==> src/hdl/abn_pkg.sv <==
`timescale 1ns / 1ps
`default_nettype none

package abn_pkg;

  // Depth of the ranking; the output ports name exactly three slots.
  localparam int unsigned RankDepth = 3;
  localparam int unsigned CountBits = 32;

  // Program counter of the microcode sequencer.
  localparam int unsigned StepBits = 3;

  typedef logic [StepBits-1:0] step_t;

  localparam step_t StepIdle    = 3'd0;
  localparam step_t StepTest    = 3'd1;
  localparam step_t StepDiv     = 3'd2;
  localparam step_t StepAddI    = 3'd3;
  localparam step_t StepAddQ    = 3'd4;
  localparam step_t StepSubN    = 3'd5;
  localparam step_t StepUpdate  = 3'd6;
  localparam step_t StepPublish = 3'd7;

  typedef enum logic [2:0] {
    OP_LOAD    = 3'd0,
    OP_TEST    = 3'd1,
    OP_DIV     = 3'd2,
    OP_ADD_I   = 3'd3,
    OP_ADD_Q   = 3'd4,
    OP_SUB_N   = 3'd5,
    OP_UPDATE  = 3'd6,
    OP_PUBLISH = 3'd7
  } op_e;

  typedef enum logic [2:0] {
    COND_NEVER    = 3'd0,
    COND_ALWAYS   = 3'd1,
    COND_IN_IDLE  = 3'd2,
    COND_SQ_GT_N  = 3'd3,
    COND_CNT_NZ   = 3'd4,
    COND_OUT_BUSY = 3'd5
  } cond_e;

  typedef struct packed {
    op_e   op;
    cond_e cond;
    step_t target;
  } uword_t;

  typedef struct packed {
    logic in_idle;
    logic sq_gt_n;
    logic cnt_nz;
    logic out_busy;
  } status_t;

  // The program. When the condition holds the sequencer jumps to target,
  // otherwise it steps to the next word.
  function automatic uword_t ucode_rom(input step_t step);
    uword_t w;
    unique case (step)
      StepIdle:    w = '{op: OP_LOAD,    cond: COND_IN_IDLE,  target: StepIdle};
      StepTest:    w = '{op: OP_TEST,    cond: COND_SQ_GT_N,  target: StepSubN};
      StepDiv:     w = '{op: OP_DIV,     cond: COND_CNT_NZ,   target: StepDiv};
      StepAddI:    w = '{op: OP_ADD_I,   cond: COND_NEVER,    target: StepIdle};
      StepAddQ:    w = '{op: OP_ADD_Q,   cond: COND_ALWAYS,   target: StepTest};
      StepSubN:    w = '{op: OP_SUB_N,   cond: COND_NEVER,    target: StepIdle};
      StepUpdate:  w = '{op: OP_UPDATE,  cond: COND_NEVER,    target: StepIdle};
      StepPublish: w = '{op: OP_PUBLISH, cond: COND_OUT_BUSY, target: StepPublish};
    endcase
    return w;
  endfunction

endpackage

`default_nettype wire

==> src/hdl/abn_seq.sv <==
`timescale 1ns / 1ps
`default_nettype none

module abn_seq (
  input  wire logic             clk_i,
  input  wire logic             rst_ni,
  input  wire abn_pkg::status_t status_i,
  output abn_pkg::uword_t       uword_o
);
  import abn_pkg::*;

  step_t  pc_q, pc_d;
  uword_t uword;
  logic   take;

  assign uword = ucode_rom(pc_q);

  always_comb begin
    unique case (uword.cond)
      COND_NEVER:    take = 1'b0;
      COND_ALWAYS:   take = 1'b1;
      COND_IN_IDLE:  take = status_i.in_idle;
      COND_SQ_GT_N:  take = status_i.sq_gt_n;
      COND_CNT_NZ:   take = status_i.cnt_nz;
      COND_OUT_BUSY: take = status_i.out_busy;
      default:       take = 1'b0;
    endcase
    pc_d = take ? uword.target : step_t'(pc_q + 1'b1);
  end

  always_ff @(posedge clk_i or negedge rst_ni) begin
    if (!rst_ni) begin
      pc_q <= StepIdle;
    end else begin
      pc_q <= pc_d;
    end
  end

  assign uword_o = uword;

endmodule

`default_nettype wire

==> src/hdl/abn_dp.sv <==
`timescale 1ns / 1ps
`default_nettype none

module abn_dp #(
  parameter int unsigned VALUE_BITS = 31
) (
  input  wire logic                  clk_i,
  input  wire logic                  rst_ni,
  input  wire abn_pkg::op_e          op_i,
  input  wire logic                  load_i,
  input  wire logic [VALUE_BITS-1:0] value_i,
  output logic                       sq_gt_n_o,
  output logic                       cnt_nz_o,
  output logic                       abundant_o,
  output logic [VALUE_BITS-1:0]      num_o,
  output logic [VALUE_BITS+2:0]      sum_o
);
  import abn_pkg::*;

  localparam int unsigned SumBits = VALUE_BITS + 3;
  localparam int unsigned SqBits  = VALUE_BITS + 2;
  localparam int unsigned IBits   = (VALUE_BITS + 1) / 2 + 1;
  localparam int unsigned CntBits = $clog2(VALUE_BITS);

  logic [VALUE_BITS-1:0] n_q, n_d;
  logic [IBits-1:0]      i_q, i_d;
  logic [SqBits-1:0]     sq_q, sq_d;
  logic [SumBits-1:0]    acc_q, acc_d;
  logic [VALUE_BITS-1:0] rem_q, rem_d;
  logic [VALUE_BITS-1:0] quo_q, quo_d;
  logic [CntBits-1:0]    cnt_q, cnt_d;

  logic [VALUE_BITS:0]   trial;
  logic [VALUE_BITS:0]   i_wide;
  logic [VALUE_BITS:0]   diff;
  logic                  fits;
  logic                  divides;

  // One restoring division step: shift in the next dividend bit and
  // subtract the divisor when it fits.
  assign trial   = {rem_q, quo_q[VALUE_BITS-1]};
  assign i_wide  = (VALUE_BITS+1)'(i_q);
  assign fits    = trial >= i_wide;
  assign diff    = trial - i_wide;
  assign divides = (rem_q == '0);

  always_comb begin
    n_d   = n_q;
    i_d   = i_q;
    sq_d  = sq_q;
    acc_d = acc_q;
    rem_d = rem_q;
    quo_d = quo_q;
    cnt_d = cnt_q;
    unique case (op_i)
      OP_LOAD: begin
        if (load_i) begin
          n_d   = value_i;
          i_d   = IBits'(1);
          sq_d  = SqBits'(1);
          acc_d = '0;
        end
      end
      OP_TEST: begin
        rem_d = '0;
        quo_d = n_q;
        cnt_d = CntBits'(VALUE_BITS - 1);
      end
      OP_DIV: begin
        rem_d = fits ? diff[VALUE_BITS-1:0] : trial[VALUE_BITS-1:0];
        quo_d = {quo_q[VALUE_BITS-2:0], fits};
        cnt_d = cnt_q - 1'b1;
      end
      OP_ADD_I: begin
        if (divides) begin
          acc_d = acc_q + SumBits'(i_q);
        end
      end
      OP_ADD_Q: begin
        // The cofactor counts once more unless it equals the divisor.
        if (divides && (quo_q != VALUE_BITS'(i_q))) begin
          acc_d = acc_q + SumBits'(quo_q);
        end
        i_d  = i_q + 1'b1;
        sq_d = sq_q + SqBits'({i_q, 1'b1});
      end
      OP_SUB_N: begin
        acc_d = acc_q - SumBits'(n_q);
      end
      OP_UPDATE, OP_PUBLISH: begin
      end
    endcase
  end

  always_ff @(posedge clk_i or negedge rst_ni) begin
    if (!rst_ni) begin
      n_q   <= '0;
      i_q   <= '0;
      sq_q  <= '0;
      acc_q <= '0;
      rem_q <= '0;
      quo_q <= '0;
      cnt_q <= '0;
    end else begin
      n_q   <= n_d;
      i_q   <= i_d;
      sq_q  <= sq_d;
      acc_q <= acc_d;
      rem_q <= rem_d;
      quo_q <= quo_d;
      cnt_q <= cnt_d;
    end
  end

  assign sq_gt_n_o  = sq_q > SqBits'(n_q);
  assign cnt_nz_o   = (cnt_q != '0);
  assign abundant_o = acc_q > SumBits'(n_q);
  assign num_o      = n_q;
  assign sum_o      = acc_q;

endmodule

`default_nettype wire

==> src/hdl/abn_rank.sv <==
`timescale 1ns / 1ps
`default_nettype none

module abn_rank #(
  parameter int unsigned VALUE_BITS = 31
) (
  input  wire logic                     clk_i,
  input  wire logic                     rst_ni,
  input  wire logic                     update_i,
  input  wire logic [VALUE_BITS-1:0]    num_i,
  input  wire logic [VALUE_BITS+2:0]    sum_i,
  output logic [abn_pkg::CountBits-1:0] count_o,
  output logic [VALUE_BITS-1:0]         nums_o [abn_pkg::RankDepth],
  output logic [VALUE_BITS+2:0]         sums_o [abn_pkg::RankDepth]
);
  import abn_pkg::*;

  logic [CountBits-1:0]  count_q, count_d;
  logic [VALUE_BITS-1:0] nums_q [RankDepth];
  logic [VALUE_BITS-1:0] nums_d [RankDepth];
  logic [VALUE_BITS+2:0] sums_q [RankDepth];
  logic [VALUE_BITS+2:0] sums_d [RankDepth];

  // The new pair lands at the first slot with a strictly smaller sum and
  // pushes the slots below it down by one; the last one drops out.
  always_comb begin
    logic                  placed;
    logic [VALUE_BITS-1:0] carry_num;
    logic [VALUE_BITS+2:0] carry_sum;
    placed    = 1'b0;
    carry_num = '0;
    carry_sum = '0;
    count_d   = count_q;
    for (int k = 0; k < RankDepth; k++) begin
      nums_d[k] = nums_q[k];
      sums_d[k] = sums_q[k];
    end
    if (update_i) begin
      if (count_q != '1) begin
        count_d = count_q + 1'b1;
      end
      for (int k = 0; k < RankDepth; k++) begin
        if (placed) begin
          nums_d[k] = carry_num;
          sums_d[k] = carry_sum;
        end else if (sum_i > sums_q[k]) begin
          nums_d[k] = num_i;
          sums_d[k] = sum_i;
          placed    = 1'b1;
        end
        carry_num = nums_q[k];
        carry_sum = sums_q[k];
      end
    end
  end

  always_ff @(posedge clk_i or negedge rst_ni) begin
    if (!rst_ni) begin
      count_q <= '0;
      for (int k = 0; k < RankDepth; k++) begin
        nums_q[k] <= '0;
        sums_q[k] <= '0;
      end
    end else begin
      count_q <= count_d;
      for (int k = 0; k < RankDepth; k++) begin
        nums_q[k] <= nums_d[k];
        sums_q[k] <= sums_d[k];
      end
    end
  end

  assign count_o = count_q;
  assign nums_o  = nums_q;
  assign sums_o  = sums_q;

endmodule

`default_nettype wire

==> src/hdl/abundant_number_top_three.sv <==
`timescale 1ns / 1ps
`default_nettype none

// Channel   Direction  Handshake               Payload
// in        input      in_valid_i/in_ready_o   value_i
// out       output     out_valid_o/out_ready_i abundant_count_o, first/second/third
//                                              number and sum
//
// Each item runs a microcoded trial division: for every i with i*i <= value,
// a test, a restoring divide and the adds of i and its cofactor, then the closing
// test, subtract, rank, publish and load.
// Reset clears the count and the ranking to zero at once.
// A stalled output holds the result; the next item still starts and waits only at publish.
module abundant_number_top_three #(
  parameter int unsigned VALUE_BITS = 31
) (
  input  wire logic                     clk_i,
  input  wire logic                     rst_ni,
  input  wire logic                     in_valid_i,
  output logic                          in_ready_o,
  input  wire logic [VALUE_BITS-1:0]    value_i,
  output logic                          out_valid_o,
  input  wire logic                     out_ready_i,
  output logic [abn_pkg::CountBits-1:0] abundant_count_o,
  output logic [VALUE_BITS-1:0]         first_number_o,
  output logic [VALUE_BITS+2:0]         first_sum_o,
  output logic [VALUE_BITS-1:0]         second_number_o,
  output logic [VALUE_BITS+2:0]         second_sum_o,
  output logic [VALUE_BITS-1:0]         third_number_o,
  output logic [VALUE_BITS+2:0]         third_sum_o
);
  import abn_pkg::*;

  uword_t                uword;
  status_t               status;
  logic                  sq_gt_n;
  logic                  cnt_nz;
  logic                  abundant;
  logic [VALUE_BITS-1:0] num;
  logic [VALUE_BITS+2:0] sum;
  logic [CountBits-1:0]  count;
  logic [VALUE_BITS-1:0] nums [RankDepth];
  logic [VALUE_BITS+2:0] sums [RankDepth];

  logic                  out_valid_q, out_valid_d;
  logic [CountBits-1:0]  out_count_q;
  logic [VALUE_BITS-1:0] out_nums_q [RankDepth];
  logic [VALUE_BITS+2:0] out_sums_q [RankDepth];
  logic                  out_busy;
  logic                  publish;

  assign in_ready_o = (uword.op == OP_LOAD);
  assign out_busy   = out_valid_q && !out_ready_i;
  assign publish    = (uword.op == OP_PUBLISH) && !out_busy;

  assign status = '{in_idle:  !in_valid_i,
                    sq_gt_n:  sq_gt_n,
                    cnt_nz:   cnt_nz,
                    out_busy: out_busy};

  abn_seq u_seq (
    .clk_i    (clk_i),
    .rst_ni   (rst_ni),
    .status_i (status),
    .uword_o  (uword)
  );

  abn_dp #(
    .VALUE_BITS (VALUE_BITS)
  ) u_dp (
    .clk_i      (clk_i),
    .rst_ni     (rst_ni),
    .op_i       (uword.op),
    .load_i     (in_valid_i),
    .value_i    (value_i),
    .sq_gt_n_o  (sq_gt_n),
    .cnt_nz_o   (cnt_nz),
    .abundant_o (abundant),
    .num_o      (num),
    .sum_o      (sum)
  );

  abn_rank #(
    .VALUE_BITS (VALUE_BITS)
  ) u_rank (
    .clk_i    (clk_i),
    .rst_ni   (rst_ni),
    .update_i ((uword.op == OP_UPDATE) && abundant),
    .num_i    (num),
    .sum_i    (sum),
    .count_o  (count),
    .nums_o   (nums),
    .sums_o   (sums)
  );

  always_comb begin
    out_valid_d = out_valid_q;
    if (out_ready_i) begin
      out_valid_d = 1'b0;
    end
    if (publish) begin
      out_valid_d = 1'b1;
    end
  end

  always_ff @(posedge clk_i or negedge rst_ni) begin
    if (!rst_ni) begin
      out_valid_q <= 1'b0;
    end else begin
      out_valid_q <= out_valid_d;
    end
  end

  always_ff @(posedge clk_i) begin
    if (publish) begin
      out_count_q <= count;
      for (int k = 0; k < RankDepth; k++) begin
        out_nums_q[k] <= nums[k];
        out_sums_q[k] <= sums[k];
      end
    end
  end

  assign out_valid_o      = out_valid_q;
  assign abundant_count_o = out_count_q;
  assign first_number_o   = out_nums_q[0];
  assign first_sum_o      = out_sums_q[0];
  assign second_number_o  = out_nums_q[1];
  assign second_sum_o     = out_sums_q[1];
  assign third_number_o   = out_nums_q[2];
  assign third_sum_o      = out_sums_q[2];

endmodule

`default_nettype wire
==> config.mk <==
export PLATFORM = sky130hd
export DESIGN_NAME = abundant_number_top_three
export DESIGN_NICKNAME = d
export VERILOG_FILES = /design/src/hdl/abn_pkg.sv /design/src/hdl/abn_seq.sv /design/src/hdl/abn_dp.sv /design/src/hdl/abn_rank.sv /design/src/hdl/abundant_number_top_three.sv
export SDC_FILE = /design/constraint.sdc
export NUM_CORES = 1
export LEC_CHECK = 0
export BUFFER_PORTS_ARGS = -buffer_cell sky130_fd_sc_hd__buf_4
export CORE_MARGIN = 3
export CORE_UTILIZATION = 60
export CTS_CLUSTER_DIAMETER = 60
export DETAILED_ROUTE_END_ITERATION = 10
export PLACE_DENSITY = 0.8
export SLEW_MARGIN = 20
export SYNTH_ARGS = -nofsm -noshare
export SYNTH_HDL_FRONTEND = slang
export SYNTH_HIERARCHICAL = 1
export SYNTH_SLANG_ARGS = --single-unit
==> constraint.sdc <==
create_clock -name clk_i -period 14.1 [get_ports clk_i]
set_input_delay 3.525 -clock clk_i [delete_from_list [all_inputs] [get_ports clk_i]]
set_output_delay 3.525 -clock clk_i [all_outputs]
set_load 0.02 [all_outputs]
---- Word-level counts from Yosys, hierarchy flattened ----
Memory sizes are Yosys's and may differ from the RTL's.
Index checks and enable logic that the tools add are counted.
cells by class
  add/subtract/negate cells ............... 9
  $lt $le $gt $ge ......................... 6
  eq/ne operators ......................... 17
  muxes and demuxes ....................... 31
  reductions and logical operators ........ 23
operators by type and width
  cell                   count
  $mux 34                7
  $mux 31                5
  $pmux 34 s4            1
  $pmux 31 s2            2
  $gt 34x34->1           3
  $pmux 33 s2            1
  $add 34x17->34         1
  $add 34x31->34         1
  $gt 34x31->1           1
  $pmux 17 s2            1
  $sub 34x31->34         1
  $add 33x18->33         1
  $gt 33x31->1           1
  $mux 33                1
  $add 32x1->32 const B  1
  $ge 32x17->1           1
  $ne 32x32->1 const B   1
  $logic_not 31->1       1
  $ne 31x17->1           1
  $sub 31x17->31         1
  $eq 3x3->1 const B     6
  $add 17x1->17 const B  1
  $mux 17                1
  $eq 3x2->1 const B     4
  17 further kinds       41
word-level totals
  flip-flop bits (word level) ............. 445
  memory bits (writable) .................. 195
  bits in read-only memories .............. 72
  input port bits ......................... 35
  output and inout port bits .............. 229
  word-level logic and storage cells ...... 106
  memories ................................ 3
memory list
  memory            words  width  rd ports  clocked after memory_dff  wr ports  RTL line                         source
  out_sums_q        3      34     3         0                         3         abundant_number_top_three.sv:48  logic [VALUE_BITS+2:0] out_sums_q [RankDepth];
  out_nums_q        3      31     3         0                         3         abundant_number_top_three.sv:47  logic [VALUE_BITS-1:0] out_nums_q [RankDepth];
  (name not given)  8      9      1         0                         0         abn_pkg.sv:61                    unique case (step)

---- Longest topological paths before layout ----
Gate-level depths: netlist of the first run.
An unclocked memory read counts as a cell.
  word-level depth ........................ 8
  depth in mapped cells ................... 21
  mapped depth without buffers ............ 19

---- Cells and area by module ----
The synthesis of the first run kept the hierarchy.
modules (own cells, without submodules)
  module                     instances  cells an instance  area an instance (µm²)  sequential area each (µm²)
  abn_dp                     1          1,767              14,335.0                4,554.4
  abn_rank                   1          1,458              13,271.5                5,680.4
  abundant_number_top_three  1          235                6,889.1                 6,841.6
  abn_seq                    1          40                 340.3                   75.1

---- Worst setup path before layout of the first run ----
Ideal clock, no wire load.
  path type ............................... input to register
  start point ............................. in out_ready_i
  end point ............................... reg out_count_q[0], in the netlist abundant_count_o[0], enable pin
  setup time .............................. 0.819 ns
  arrival time ............................ 12.920 ns
  slack ................................... 0.361 ns
  stages .................................. 2
  cell sequence ........................... nor2b_4 > nor2_1
between the ends
  word-level cells in the longest chain between the ends .. 4
ends and longest elaborated chain
  element                 RTL line                          source
  start: declaration      abundant_number_top_three.sv:23   input wire logic out_ready_i,
  $logic_not 1->1         abundant_number_top_three.sv:53   assign out_busy = out_valid_q && !out_ready_i;
  $logic_and 1x1->1       abundant_number_top_three.sv:53
  $logic_not 1->1         abundant_number_top_three.sv:54   assign publish = (uword.op == OP_PUBLISH) && !out_busy;
  $logic_and 1x1->1       abundant_number_top_three.sv:54
  end signal: assignment  abundant_number_top_three.sv:116  out_count_q <= count;
  end: declaration        abundant_number_top_three.sv:46   logic [CountBits-1:0] out_count_q;
Every way passes these cells.
A chain may end at the register's enable or synchronous reset.

---- Worst setup path after layout of the first run ----
  start point ............................. reg u_dp.acc_q[1], in the netlist u_dp/sum_o[1]
  end point ............................... reg u_rank.nums_q (netlist bit u_rank/nums_o[2])
RTL lines
  element                         RTL line                         source
  start: declaration              abn_dp.sv:28                     logic [SumBits-1:0] acc_q, acc_d;
  start signal: assignment        abn_dp.sv:100                    acc_q <= '0;
  start signal: assignment        abn_dp.sv:108                    acc_q <= acc_d;
  $gt 34x31->1                    abn_dp.sv:117                    assign abundant_o = acc_q > SumBits'(n_q);
  net abundant                    abundant_number_top_three.sv:38  logic abundant;
  $logic_and 1x1->1               abundant_number_top_three.sv:88  .update_i ((uword.op == OP_UPDATE) && abundant),
  $reduce_and 2->1 (no line)      --
  end signal: indexed assignment  abn_rank.sv:67                   nums_q[k] <= nums_d[k];
  end: declaration                abn_rank.sv:19                   logic [VALUE_BITS-1:0] nums_q [RankDepth];
The timed path passes the listed nets, and every way through them passes these cells. The select of a mux whose other input is x is not followed.

==> impl_metrics.tcl, run 1 <==
set metrics [dict create \
    outcome "finished clean" \
    end_kind "flop" \
    dieArea_mm2 0.0609 \
    setup.worst_path.start_class "flop" \
    skew_ns 0.0428 \
    p_leak_nw 17.1 \
    die_w_um 247 \
    worst_hold_path.num_cells 0 \
    ys_warn_count 6 \
    critPathKind "reg -> reg" \
    rr_endpoint "u_rank/nums_o[2]" \
    vias 29000 \
    wl_per_cell_um 22.8 \
    grt_remaining_overflow 0 \
    cts_tree "yes" \
    post_drt_via_cell_ratio 6.49 \
    fin_crit_sh 0.422 \
    core_area_mm2 0.0569 \
    final_nets 3934 \
    syn_area_per_cell_um2 9.96 \
    cts_max_level 3 \
    holdBufCountCts 0 \
    reg2reg_depth 18 \
    diodes 0 \
    min_path_type "reg -> reg" \
    rsz0062_at_grt "no" \
    relSlewSlack 0.235 \
    cp_slowest_cell "o21a_4" \
    clock_path_buffers 3 \
    fillCellCount 4236 \
    tns_ns 0 \
    post_cts_buffers 0 \
    io_pins 264 \
    tightest_slew_ns 1.15 \
    setup_viol 0 \
    synth_area_mm2 0.0348 \
    cts_inserted_buffers 67 \
    cts_root_buf "clkbuf_16" \
    cpLargestDelayFamily "compound AO/OA/AOI/OAI gates" \
    finalHoldViolCount 0 \
    multi_input_area_mm2 0.0159 \
    hold_path_end "out_nums_q[0][69]" \
    period_minus_slack_ns 5.95 \
    grt_use_met1 0.438 \
    cpPeakStageDelay_ns 0.77 \
    wl_mm 102 \
    drt_iter0_markers 3477 \
    syn_nets 3771 \
    drtPass1Iterations 6 \
    syn_inst 3495 \
    grt_pass1_wl_mm 157 \
    grt_util_all_layers 0.330 \
    grt_max_degree 180 \
    maxSlewViolCount 0 \
    crit_chain "inv_1 > fa_1 > nor2b_1 > o31ai_1 > a211oi_1 > nor3_1 > o21bai_1 > a41o_1 > a31oi_1 > nor3_1 > nor3_1 > a21oi_1 > and4b_1 > and2_1 > o21a_4 > buf_4 > nor4_1 > a311oi_1" \
    postRouteAntennaNets 0 \
    die_y_um 247 \
    clock_latency_ns 0.63 \
    portBuffers 263 \
    post-dp-hpwl_mm 70.5 \
    use_met3 0.0682 \
    cp.arrival_ns 6.46 \
    hp-start "u_rank/nums_o[7]" \
    drive_gt1_frac 0.132 \
    timing.final.ws_setup_ns 8.15 \
    grt_pass1_vias 27300 \
    syn_to_final_growth_pct 13.0 \
    antenna_found_initial 1 \
    rows 87 \
    critPathMostFrequentCell "nor3_1" \
    whs_ns 0.446 \
    required_ns 14.61 \
    cts_resized 0 \
    grtUsageMet2 0.517 \
    top_usage_layer "met2" \
    place_congestion 1.00 \
    p_per_area_mw_per_mm2 269 \
    clock-sinks 640 \
    post-place-ws_ns 8.36 \
    cts.clk_slew.worst_paths_ns 0.06 \
    cp.buffers_inverters 2 \
    start_util 0.611 \
    seq_area_mm2 0.0172 \
    worstPathMaxFanout 72 \
    max_freq_mhz 168 \
    drc_errors 0 \
    peakVddDrop_mv 0.217 \
    r2r_start "u_dp/sum_o[1]" \
    maxCapViolCount 0 \
    r2r_setup_slack_ns 8.15 \
]
[worst max-delay path by stage]
stage	start	to	slack, ns	cells after the start
global route	u_dp/sum_o[1]	u_rank/sums_o[33]	7.76	18
floorplan	out_ready_i	abundant_count_o[0]	0.36	2
finish	u_dp/sum_o[1]	u_rank/nums_o[2]	8.15	18
CTS	u_dp/sum_o[1]	u_rank/sums_o[33]	8.31	18
detailed placement	u_dp/sum_o[1]	u_rank/sums_o[33]	8.36	18
global placement	u_dp/sum_o[1]	u_rank/sums_o[27]	8.53	18
[worst register-to-register path: cells and delay by family (launching register included)]
family,cells,cell delay [ns]
AO/OA/AOI/OAI,8,2.44
AND/OR/NAND/NOR,7,1.39
buffers and inverters,2,0.94
flip-flops,1,0.62
adder cells (fa/ha/maj),1,0.45
[power by group]
group          switching (W)  internal, W
registers           0.000809      0.00267
logic                0.00335      0.00202
clock network       0.000749     0.000990
[routing by layer]
| metal | vias to the layer above | routed length (um) |
|---|---|---|
| met3 | 312 | 9770 |
| met1 | 13800 | 39500 |
| met4 | 2 | 5510 |
| met2 | 1687 | 46800 |
| met5 | - | 13 |
| li1 | 13100 | - |
[flip-flops by register name, summed over array words and instances (netlist names), 17 cells and up]
signal,cells
out_sums_q,102
u_rank/sums_o,102
out_nums_q,93
u_rank/nums_o,93
u_dp/sum_o,34
u_dp/sq_q,33
abundant_count_o,32
u_rank/count_o,32
u_dp/num_o,31
u_dp/quo_q,31
u_dp/rem_q,31
u_dp/i_q,17
[area by class of cell]
class | instances | area share
Sequential cell | 640 | 0.436
Multi-Input combinational cell | 2396 | 0.404
Timing Repair Buffer | 293 | 0.0567
Clock buffer | 94 | 0.0475
Inverter | 260 | 0.0249
Tap cell | 756 | 0.0240
Clock inverter | 24 | 0.00703
[stage by stage]
stage	total power [W]	cells	util	area (um^2)
after floorplan	0.00711	3495	-	34800
after global placement	0.00855	4345	0.653	37200
after detailed placement	0.00868	4345	0.653	37200
after CTS	0.0105	4463	0.691	39300
after global routing	0.0113	4463	0.691	39300
final	0.0106	4463	0.691	39300
[cell usage in the layout (no fill, tap or decap), drive strengths merged, types with 94 or more instances in the layout]
master	count
a21oi	235
a31oi	110
buf	293
clkbuf	94
dfrtp	413
edfxtp	227
ha	237
inv	261
nand2	352
nand3	141
nor2	130
nor3	106
o21ai	314
(Power assumes the default switching activity.)
==> inputs of run 2 (changes only) <==
- CORE_UTILIZATION: 60 -> 55
- PLACE_DENSITY: 0.8 -> 0.77
- clock period: 14.1 -> 5.3 ns (I/O delays scaled with it)
==> run 2 against run 1 <==
  * Power increased to 2.7 times the previous value
  * Routed wire length up 6.2%
  * Final area up 2.5%
  * Clock skew decreased by 0.016 ns
  * Die area up 8.9%
  * Clock power grew to 2.8 times the previous value
  * Flip-flop and latch count stayed put
  * Critical path type unchanged
  * Highest routed layer unchanged
==> impl_metrics.tcl, run 2 (synthesis gave the netlist of run 1 again) <==
set metrics [dict create \
    outcome "finished clean" \
    tns_ns 0 \
    skew_ns 0.0265 \
    max_freq_mhz 202 \
    cts_root_buf "clkbuf_16" \
    required_ns 5.85 \
    cpPeakStageDelay_ns 0.51 \
    final_common_cell "dfrtp_1" \
    postRouteAntennaNets 0 \
    reg2reg_depth 20 \
    antenna_found_initial 2 \
    cts_inserted_buffers 71 \
    p_per_area_mw_per_mm2 721 \
    wl_mm 108 \
    period_minus_slack_ns 4.94 \
    rr_endpoint "u_rank/count_o[25]" \
    p_sw_frac 0.465 \
    p_int_w 0.0156 \
    drive_gt1_frac 0.150 \
    cts_max_level 3 \
    drtPass1Iterations 8 \
    syn_to_final_growth_pct 15.8 \
    finalPower_w 0.0291 \
    rsz0062_at_grt "no" \
    cpLargestDelayFamily "compound AO/OA/AOI/OAI gates" \
    cts.clk_slew.worst_paths_ns 0.06 \
    min_path_type "reg -> reg" \
    combinationalPowerShare 0.523 \
    power.switching_w 0.0135 \
    io_pins 264 \
    core_area_mm2 0.0622 \
    power_frac_clock 0.169 \
    p_leak_nw 17.5 \
    post_drt_via_cell_ratio 6.39 \
    fin_crit_sh 0.932 \
    vias 29500 \
    post-dp-hpwl_mm 76.7 \
    rows 91 \
    crit_chain "inv_1 > ha_1 > fa_1 > nor2b_1 > o31ai_1 > a211oi_1 > nor3_1 > o21bai_1 > a41o_1 > a31oi_1 > nor3_1 > nor3_1 > a21oi_1 > and4b_2 > nand3_1 > a2111oi_1 > buf_4 > and2_1 > and4_1 > xor2_1" \
    r2r_setup_slack_ns 0.36 \
    maxSlewViolCount 0 \
    layout.cells.most_common_list "413 x dfrtp_1, 349 x nand2_1, 335 x buf_4" \
    relSlewSlack 0.190 \
    grt_remaining_overflow 0 \
    wl_per_cell_um 23.3 \
    r2r_start "u_dp/sum_o[0]" \
    die_y_um 258 \
    peakVddDrop_mv 0.522 \
    maxCapViolCount 0 \
    cp.arrival_ns 5.49 \
    setup_viol 0 \
    crit_cells 20 \
    final_nets 4000 \
    finalHoldViolCount 0 \
    pwr-share-seq 0.308 \
    grt_pass1_vias 27900 \
    cp.buffers_inverters 2 \
    critPathKind "reg -> reg" \
    dieArea_mm2 0.0663 \
    grt_util_all_layers 0.317 \
    cp_slowest_cell "a2111oi_1" \
    drc_errors 0 \
    grt_max_degree 108 \
    clock_path_buffers 3 \
    worstPathMaxFanout 6 \
    diodes 0 \
    grt_pass1_wl_mm 165 \
    start_util 0.560 \
    portBuffers 263 \
    setup.worst_path.start_class "flop" \
    place_congestion 0.992 \
    crit_path_start "u_dp/sum_o[0]" \
    drt_iter0_markers 3312 \
    tightest_slew_ns 1.21 \
    clock-sinks 640 \
    clock_latency_ns 0.64 \
    critPathCapture "u_rank/count_o[25]" \
    end_kind "flop" \
    critPathMostFrequentCell "nor3_1" \
    cts_tree "yes" \
    die_w_um 258 \
]
## run 2: cell types whose count changed in the layout (fill, tap and decap cells not counted), moves of 2 or more
cell        delta
buf_4         +45
clkinvlp_4     +4
clkbuf_16      +4
clkinv_8       -3
clkinv_16      +2
clkinv_1       +5
clkbuf_1       -4
buf_12        +17
clkinv_4       +2
inv_6          +2
## run 2: repair_timing
| item | 4_1_cts | 5_1_grt |
|---|---|---|
| setup endpoints to repair | 0 | 2 |
| gates resized for setup | 0 | 2 |
| hold buffers | 0 | 0 |
| setup buffers | 0 | 0 |
## run 2: stage by stage
step	std cells	setup WS, ns	hold WS, ns	utilization	cell area, um^2
finish	4620	0.361	0.451	0.649	40300
global route	4620	0.108	0.455	0.649	40300
CTS	4620	0.260	0.445	0.649	40300
detailed placement	4488	0.349	0.436	0.611	38000
global placement	4488	0.520	0.429	0.611	38000
floorplan	3495	0.166	0.425	-	34800
## run 2: how the worst min path moves through the flow
stage	startpoint	end	slack, ns	cells after the start
2_1_floorplan	u_rank/count_o[26]	abundant_count_o[26]	0.42	0
3_3_place_gp	u_rank/nums_o[30]	out_nums_q[0][92]	0.43	0
3_5_place_dp	u_rank/nums_o[19]	out_nums_q[0][81]	0.44	0
4_1_cts	u_rank/nums_o[22]	out_nums_q[0][84]	0.45	0
5_1_grt	u_rank/nums_o[18]	out_nums_q[0][80]	0.45	0
6_report	u_rank/nums_o[22]	out_nums_q[0][84]	0.45	0
## run 2: power by group through the flow
stage	logic, W	clock network, W	registers [W]
final	0.0152	0.00493	0.00896
after floorplan	0.0101	0	0.00870
after CTS	0.0149	0.00500	0.00890
after global routing	0.0166	0.00518	0.00910
after global placement	0.0145	0	0.00892
after detailed placement	0.0147	0	0.00897
## run 2: cell type report
| cell class | count | area (um^2) |
|---|---|---|
| clock inverter | 39 | 408 |
| fill | 4921 | 21800 |
| clock buffer | 93 | 1940 |
| sequential | 640 | 17200 |
| inverter | 260 | 981 |
| timing repair buffer | 355 | 2910 |
| multi-input combinational | 2396 | 15900 |
| tap | 837 | 1050 |
## run 2: metal layers
| layer | GRT usage | part of all wire | vias to the layer above |
|---|---|---|---|
| met4 | 0.144 | 0.050 | 2 |
| met5 | 0 | 0.00012 | - |
| li1 | - | - | 13200 |
| met3 | 0.0593 | 0.092 | 294 |
| met2 | 0.510 | 0.47 | 1637 |
| met1 | 0.420 | 0.39 | 14400 |
